===== config.mk =====
export PLATFORM = sky130hd
export DESIGN_NAME = chasap_lane
export DESIGN_NICKNAME = d
export VERILOG_FILES = /design/src/design/chasap_pkg.sv /design/src/design/chasap_lane.sv
export SDC_FILE = /design/constraint.sdc
export NUM_CORES = 1
export LEC_CHECK = 0
export ABC_CLOCK_PERIOD_IN_PS = 5370
export BUFFER_PORTS_ARGS = -buffer_cell sky130_fd_sc_hd__buf_2
export CAP_MARGIN = 20
export CORE_UTILIZATION = 45
export DETAILED_ROUTE_END_ITERATION = 12
export PLACE_DENSITY = 0.69
export RECOVER_POWER = 100
export SLEW_MARGIN = 30
export SYNTH_ARGS = -nofsm -noshare
export SYNTH_HDL_FRONTEND = slang
export SYNTH_SLANG_ARGS = --single-unit

===== constraint.sdc =====
create_clock -name aclk -period 5.37 [get_ports aclk]
set_clock_uncertainty 0.2 [all_clocks]
set_input_delay 1.074 -clock aclk [delete_from_list [all_inputs] [get_ports aclk]]
set_output_delay 1.074 -clock aclk [all_outputs]
set_load 0.01 [all_outputs]

===== src/design/chasap_pkg.sv =====
// Shared constants for the per-channel as-soon-as-possible scheduler.
package chasap_pkg;

    localparam int FIELD_BITS = 48;
    localparam int MASK_BITS = 16;
    localparam int DEF_NUM_CHANNELS = 16;
    localparam int DEF_TIME_BITS = 48;
    localparam int MERGE_GROUP = 8;

endpackage


===== src/design/chasap_lane.sv =====
// One channel lane: holds the channel end time and offers it when selected.
module chasap_lane import chasap_pkg::*; #(
    parameter int TIME_BITS = DEF_TIME_BITS
) (
    input  logic                 aclk,
    input  logic                 aresetn,
    input  logic                 sel,
    input  logic                 upd,
    input  logic [TIME_BITS-1:0] new_end,
    output logic [TIME_BITS-1:0] masked_end
);

    logic [TIME_BITS-1:0] end_reg;
    logic [TIME_BITS-1:0] end_next;

    always_comb begin
        end_next = end_reg;
        if (upd && sel && (new_end > end_reg)) begin
            end_next = new_end;
        end
    end

    always_ff @(posedge aclk) begin
        if (!aresetn) begin
            end_reg <= '0;
        end else begin
            end_reg <= end_next;
        end
    end

    assign masked_end = sel ? end_reg : '0;

endmodule


==> impl_metrics.ini <==
[outcome]
run_status = complete, no violations

[sta]
rsz0062_at_grt = false
post-route-period-util_pct = 79.53
slew_violations = 0
timing_worst_slew_pin_value_ns = 1.457
fmax_mhz = 234.2
fin_tns_setup_ns = 0
finalCriticalPeriod_ns = 4.271
layout_setup_ws_ns = 1.100
setup_viol_count_final = 0
slew-limit-headroom_pct = 2.855
hold_violations = 0

[pwr]
fin_total_pwr_mw = 0.9999
powerDensity_nw_per_um2 = 192.9
total_leakage_power_nw = 2.033
irDropWorstVdd_uv = 89.48

[placed_design]
placedCellCount = 750
finalWeightedCongestion = 0.7832
port-buffer-count = 99
dp_slack_ns = 1.345
place.detailed.hpwl_mm = 8.632

[synthesis]
muxShareOfSynthArea_pct = 0
post_synth_num_cell_types = 37
number_of_flops_mapped_to_enable_cells_by_yosys = 0
ys_top_cells_by_area = dfxtp_1 (21%), and2_1 (13%), ha_1 (13%)
netlist_top_cells_count = and2_1 (96), nand3_1 (54), inv_1 (50)
simple_gate_share_of_the_synthesized_area_pct = 22.57
post_synth_top_area_cell = dfxtp_1
synth_area_per_cell_um2 = 8.324
postSynthCellCount = 562
yosysWarningCount = 0
synth-async-reset-ratio_pct = 0
largest_family_of_logic_cells_by_synthesized_area = compound AO/OA/AOI/OAI gates
synth-adder-area-share_pct = 12.84
synth_ff_type = dfxtp_1
syn-cell-area_um2 = 4678
sequential_cell_area_fraction_in_the_yosys_report_pct = 20.54
synth_compound_gate_area_share_pct = 34.15
synthXorXnorAreaFrac_pct = 0
synth.net_count = 662
synth_top_cell_area_share_pct = 20.54
synth.ff_latch_count = 48
yosys.cell_count.top_type = and2_1

[global_routing]
grt_pass1_wl_mm = 22.20
gr-usage-all-layers_pct = 24.40
first_global_vias = 4595
grt-ovfl-total = 0
grt_max_degree = 77
antenna_found_initial = 0

[route]
drt_iter0_drc = 199
highest_layer = met4
met3RoutedLength_um = 768
wl_per_cell_um = 17.38
route.met2.wl_mm = 6.234
wirelength_mm = 13.18
drt_drc = 0
first_pass_detailed_route_iteration_total = 4
drtAntennaViolNets = 0
met1Wirelength_mm = 5.962
routed_via_density = 6.106
vias_after_detailed_routing = 4628

[finish]
antenna-diode-count = 0
instances_no_fill = 758
final_layout_size_suffix_gt1_share_pct = 17.92
number_of_flip_flops_in_the_largest_register = 48
fill_cells = 1017
flow.area_growth_from_synthesis_pct = 10.78
nNetsFinal = 724

[job]
drv_cap = 0

[floorplanning]
die-area_um2 = 10810
placement_rows = 36
ioPinCount = 100
core-area_um2 = 9910
initial_core_util_pct = 47.21
die-width_um = 104.0
chipHeight_um = 104.0

[clock_network]
insertion_delay_ns = 0.31
post_cts.resized_instances = 0
post_cts.repair.setup_buffers = 0
ctsHtreeMaxLevel = 2
tritoncts.num_buffers = 5
tritoncts = yes
hold_buffers = 0
ctsLongestPathBuffers = 2
clock_sink_count = 48
cts_root_cell = clkbuf_8
path_clk_slew_ns = 0.09

[worst_setup_path]
worstRegToRegCells = 9
setup.worst_path.end_class = flip-flop
worst_setup_path_startpoint = new_end[14]
critPathRequiredTime_ns = 5.36
worst-r2r-setup-slack_ns = 1.59
last_element_of_the_critical_path = end_reg[43]$_SDFFE_PN0P_
cp_max_fo = 28
r2r_start = end_reg[14]$_SDFFE_PN0P_
criticalPathCategory = primary input to flip-flop
crit_path_start_kind = primary input
worst_flop_to_flop_path_endpoint = end_reg[43]$_SDFFE_PN0P_
critical_path_arrival_ns = 4.26

[min_path]
min-delay-path-class = flip-flop to flip-flop
==> layout by cell type, fill, tap and decap left out, types with 2 or more instances in the layout <==
cell        n
ha_1       48
inv_1      50
clkbuf_1   34
nor3_1      3
o21a_1      4
dfxtp_1    48
a21oi_1    18
a211oi_1    2
o2111ai_1  48
a2bb2oi_1  48
o211ai_1   29
nand4_1    10
nand2_1     6
nand3_1    54
and2_0     18
and2_1     78
nor2b_1     2
buf_4       9
clkbuf_8    6
o211ai_2   20
buf_2      68
a21o_1      7
==> area by class of cell <==
type	instances	area (µm²)	share of cell area [%]
multi-input combinational	409	3244	62.60
sequential	48	960.9	18.54
timing repair buffer	110	533.0	10.28
inverter	50	187.7	3.621
tap	133	166.4	3.211
clock buffer	8	90.09	1.738
==> how the worst min path moves through the flow <==
stage / to / depth (start not counted) / slack (ns) / start
after floorplan: end_reg[14]$_SDFFE_PN0P_ / 3 / 0.39 / end_reg[14]$_SDFFE_PN0P_
after global placement: end_reg[23]$_SDFFE_PN0P_ / 3 / 0.40 / end_reg[23]$_SDFFE_PN0P_
after detailed placement: end_reg[15]$_SDFFE_PN0P_ / 3 / 0.42 / end_reg[15]$_SDFFE_PN0P_
after CTS: end_reg[25]$_SDFFE_PN0P_ / 3 / 0.45 / end_reg[25]$_SDFFE_PN0P_
after global routing: end_reg[24]$_SDFFE_PN0P_ / 3 / 0.48 / end_reg[24]$_SDFFE_PN0P_
final: end_reg[27]$_SDFFE_PN0P_ / 3 / 0.45 / end_reg[27]$_SDFFE_PN0P_
==> through the flow <==
| stage | cell area, µm² | hold WS (ns) | util [%] |
|---|---|---|---|
| 2_1_floorplan | 4678 | 0.3854 | - |
| 3_3_place_gp | 5177 | 0.4036 | 52.25 |
| 3_5_place_dp | 5177 | 0.4194 | 52.25 |
| 4_1_cts | 5268 | 0.4493 | 53.16 |
| 5_1_grt | 5182 | 0.4809 | 52.30 |
| 6_report | 5182 | 0.4471 | 52.30 |
==> cells by family (layout without fill, tap and decap cells) <==
family                   count (synthesis)  in the layout
flip-flops                              48             48
AO/OA/AOI/OAI                          184            184
adder cells (fa/ha/maj)                 48             48
buffers and inverters                  105            168
AND/OR/NAND/NOR                        177            177
==> worst max-delay path, cell delays in order <==
cell and delay (ns):
clkbuf_1 0.09, ha_1 0.32, nand4_1 0.19, nor3_1 0.17
a21boi_0 0.18, nor4b_1 0.51, o21a_1 1.18, buf_4 0.39
o211ai_1 0.13
==> power by group <==
| group | switching (mW) | internal, mW |
|---|---|---|
| Clock | 0.133 | 0.106 |
| Combinational | 0.203 | 0.153 |
| Sequential | 0.0198 | 0.386 |
| Total | 0.356 | 0.644 |
==> layer usage <==
layer / up-vias / track usage [%]
met1: 2199 / 31.09
met3: 20 / 3.509
met5: - / 0
met2: 167 / 42.14
met4: 0 / 7.857
li1: 2242 / -
Note: power is estimated with default switching activity, not from simulation.
