$ cat src/design/chasap_pkg.sv
// Shared constants for the per-channel as-soon-as-possible scheduler.
package chasap_pkg;

    localparam int FIELD_BITS = 48;
    localparam int MASK_BITS = 16;
    localparam int DEF_NUM_CHANNELS = 16;
    localparam int DEF_TIME_BITS = 48;
    localparam int MERGE_GROUP = 8;

endpackage

$ cat src/design/chasap_merge.sv
// Two-level registered maximum tree over the values offered by the lanes.
module chasap_merge import chasap_pkg::*; #(
    parameter int NUM_CHANNELS = DEF_NUM_CHANNELS,
    parameter int TIME_BITS    = DEF_TIME_BITS
) (
    input  logic                 aclk,
    input  logic                 load_grp,
    input  logic                 load_top,
    input  logic [TIME_BITS-1:0] lane_val [NUM_CHANNELS],
    output logic [TIME_BITS-1:0] max_val
);

    localparam int NUM_GROUPS = (NUM_CHANNELS + MERGE_GROUP - 1) / MERGE_GROUP;
    localparam int PAD_DEPTH = NUM_GROUPS * MERGE_GROUP;

    logic [TIME_BITS-1:0] padded [PAD_DEPTH];
    logic [TIME_BITS-1:0] grp_reg [NUM_GROUPS];
    logic [TIME_BITS-1:0] grp_next [NUM_GROUPS];
    logic [TIME_BITS-1:0] max_reg;
    logic [TIME_BITS-1:0] max_next;

    for (genvar i = 0; i < PAD_DEPTH; i++) begin : g_pad
        if (i < NUM_CHANNELS) begin : g_used
            assign padded[i] = lane_val[i];
        end else begin : g_unused
            assign padded[i] = '0;
        end
    end

    always_comb begin
        for (int g = 0; g < NUM_GROUPS; g++) begin
            grp_next[g] = '0;
            for (int k = 0; k < MERGE_GROUP; k++) begin
                if (padded[g*MERGE_GROUP+k] > grp_next[g]) begin
                    grp_next[g] = padded[g*MERGE_GROUP+k];
                end
            end
        end
    end

    always_comb begin
        max_next = '0;
        for (int g = 0; g < NUM_GROUPS; g++) begin
            if (grp_reg[g] > max_next) begin
                max_next = grp_reg[g];
            end
        end
    end

    always_ff @(posedge aclk) begin
        if (load_grp) begin
            for (int g = 0; g < NUM_GROUPS; g++) begin
                grp_reg[g] <= grp_next[g];
            end
        end
        if (load_top) begin
            max_reg <= max_next;
        end
    end

    assign max_val = max_reg;

endmodule

$ cat config.mk
export PLATFORM = sky130hd
export DESIGN_NAME = chasap_merge
export DESIGN_NICKNAME = d
export VERILOG_FILES = /design/src/design/chasap_pkg.sv /design/src/design/chasap_merge.sv
export SDC_FILE = /design/constraint.sdc
export NUM_CORES = 2
export LEC_CHECK = 0
export ABC_CLOCK_PERIOD_IN_PS = 35200
export BUFFER_PORTS_ARGS = -buffer_cell sky130_fd_sc_hd__buf_2
export CAP_MARGIN = 20
export CORE_AREA = 3 3 319 321
export CTS_BUF_LIST = sky130_fd_sc_hd__clkbuf_8 sky130_fd_sc_hd__clkbuf_16
export DETAILED_ROUTE_END_ITERATION = 12
export DIE_AREA = 0 0 322 324
export PLACE_DENSITY = 0.65
export SLEW_MARGIN = 20
export SYNTH_ARGS = -nofsm -noshare
export SYNTH_HDL_FRONTEND = slang
export SYNTH_SLANG_ARGS = --single-unit
export TNS_END_PERCENT = 20
$ cat constraint.sdc
create_clock -name aclk -period 35.2 [get_ports aclk]
set_clock_uncertainty 0.15 [all_clocks]
set_input_delay 5.28 -clock aclk [delete_from_list [all_inputs] [get_ports aclk]]
set_output_delay 5.28 -clock aclk [all_outputs]
set_load 0.05 [all_outputs]
==> run metrics <==
Worst setup SP type primary input; sequential-to-total area share from yosys stat 13.32%; cell taking the most area after synthesis ha_1; CP dominant cell by count a21oi_1; post-DR vias/cell 5.379; cts repair resizes 0; initial antenna violation count 125; peak supply drop 0.00008187 V; sequential fraction of design power 13.0%; critical path data arrival time 32.36 ns; grt ovf 0; distinct cell type count after synthesis 82; Placer Congestion 1.012; maximum clock path buffer count 2; most frequent cells in the layout buf_2, ha_1, inv_1, a21oi_1, nor2_1; Syn Inst Count 4,126; critical-path maximum fanout 94; Post-CTS Setup Bufs 0; Area contributors post-synth ha_1, edfxtp_1, mux2_2; GRT Overall Usage 25.10%; Slew @ Worst Pin 1.113 ns; Synth top area share 27.07%; DR iter-0 viols 1,919; Clock power frac 5.7%; Die H 324 µm; vias after detailed routing 33,430; number of I/O pins 819; dominant synthesized flop cell edfxtp_1; Num CTS Buffers 17; root buffer cell clkbuf_16; leakage 20.09 nW; syn nets 5,599; final setup fails 0; DRC viols 0; internal power 1.598 mW; Largest register FFs 96; Hold Crit Class register to register; status finished clean; Achievable Freq 0.03091 GHz; number of buffers added on ports 818; initial core utilization 32.59%; DP HPWL 120.1 mm; H-tree depth 4; Die Wd 322 µm; Yosys reg bits 144; Final ANT Viol Nets 0; final hold viol count 0; number of enable flip-flop cells after synthesis 144; Avg Inst Size Synth 7.865 µm²; slowest stage delay, CP 0.79 ns; PD cells 86.01 nW/µm²; first-pass GRT wire length 197.8 mm; Net Sw Frac 51.88%; final WL 136.9 mm; Slew Viols, Final 0; clock slew seen by the registers of the worst setup and hold paths 0.06 ns; layout cells sized above 1 23.76%; relative slew slack 25.10%; Max Cap Viol 0; largest net degree at the start of global routing 96; final setup TNS 0 ns; Cell Area, Placed 37,850 µm²; synth-to-layout area growth 19.01%; Crit Path Category primary input to register; period utilization 91.92%; mapped cell area 32,450 µm²; min Tclk post-route 32.36 ns; clk_lat worst skew 0.46 ns; RSZ-0062 raised after global routing no; asr flop ratio synth 0%; crit path capture type register; most common cell after layout, fill and taps aside buf_2; core area 99,570 µm²; Detailed Routing Iterations Pass 1 6; post-layout instance area 38,620 µm²; # hold bufs at CTS 0; die area 104,300 µm²; Comb power frac 81.3%; Final #Nets 6,300; Rows 116; vias in the first global route 32,490; WP data required 35.21 ns; P_sw 1.724 mW; CP max-delay cell nor4_1; Synth Warn # 0; Clock Sink Count 144; DR WL/cell 22.03 µm; number of fill cells 10,450; CTS tree done
==> layer usage <==
metal	up-vias	GRT usage (%)	part of all wire, %
met5	-	0	0.32
met4	64	13.79	4.8
met3	310	5.940	6.9
met2	1176	46.74	52
met1	15270	25.89	36
li1	16610	-	-
==> per-stage QoR <==
stage	worst slack (ns)	hold slack [ns]	instances	power, mW	util (%)
after floorplan	9.361	0.3699	4126	2.418	-
after global placement	2.645	0.4076	6106	3.092	38.01
after detailed placement	2.232	0.4221	6106	3.122	38.01
after CTS	2.643	0.4420	6138	3.338	38.60
after global routing	0.5112	0.4623	6187	3.676	38.72
final	2.845	0.4285	6215	3.322	38.79
==> power groups by stage <==
stage | combinational, mW | clock (mW) | sequential [mW]
after detailed placement | 2.69 | 0 | 0.433
after global routing | 3.03 | 0.203 | 0.442
after global placement | 2.66 | 0 | 0.437
after floorplan | 1.92 | 0 | 0.496
after CTS | 2.71 | 0.197 | 0.434
final | 2.70 | 0.188 | 0.432
==> area by class of cell <==
cell class                      count  area (µm²)  share of cell area, %
Antenna cell                       77       192.7                 0.4989
Clock inverter                     15       157.7                 0.4082
Tap cell                         1298        1624                  4.205
Timing Repair Buffer              843        4284                  11.09
Multi-Input combinational cell   3229       25390                  65.74
Sequential cell                   144        4324                  11.20
Inverter                          592        2222                  5.754
Clock buffer                       17       425.4                  1.101
==> critical path: cells and delay by family <==
kind	cells	cell delay (ns)
compound gates	51	10.84
fa+ha+maj	7	1.89
buf+inv	14	4.09
mux	5	1.87
simple gates	31	8.10
==> cells by family after synthesis <==
family          after synthesis  synth area share (%)
buf+inv                     753                 8.910
fa+ha+maj                   706                 27.19
flops                       144                 13.32
xor+xnor                     22                0.5937
mux                         344                 11.65
simple gates                991                 15.00
compound gates             1166                 23.33
==> cell usage after synthesis (5+ instances only) <==
master / number
and3_1: 18
a211oi_1: 13
o21ai_0: 221
xnor2_1: 17
o211a_1: 5
buf_1: 11
a221oi_1: 15
o21a_1: 88
xor2_1: 5
edfxtp_1: 144
mux2i_1: 103
o2111ai_1: 9
a2111oi_0: 52
a21o_1: 146
clkbuf_1: 115
a211o_1: 11
and2_1: 10
o21ai_1: 6
o221ai_1: 10
nor3_1: 22
a21boi_0: 10
a21oi_1: 402
and4_1: 23
nand2_1: 226
or4_1: 8
mux2_4: 9
nor4_1: 18
nand3_1: 55
nand4_1: 136
inv_1: 592
nor2_1: 313
ha_1: 702
o2bb2ai_1: 46
or3_1: 11
buf_2: 31
or2_2: 7
a221o_1: 9
mux2_2: 228
a31oi_1: 7
o211ai_1: 21
nand2b_1: 56
a311oi_1: 50
nor2b_1: 75
==> final timing paths <==
kind                         end  slack [ns]      startpoint  cells after the start
setup reg to reg     max_val[46]       30.86  grp_reg[0][49]                     17
hold reg to reg       max_val[6]        0.43   grp_reg[0][6]                      1
setup / recovery  grp_reg[0][61]        2.84   lane_val[365]                    108
hold / removal        max_val[6]        0.43   grp_reg[0][6]                      1
Note: power is estimated with default switching activity, not from simulation.
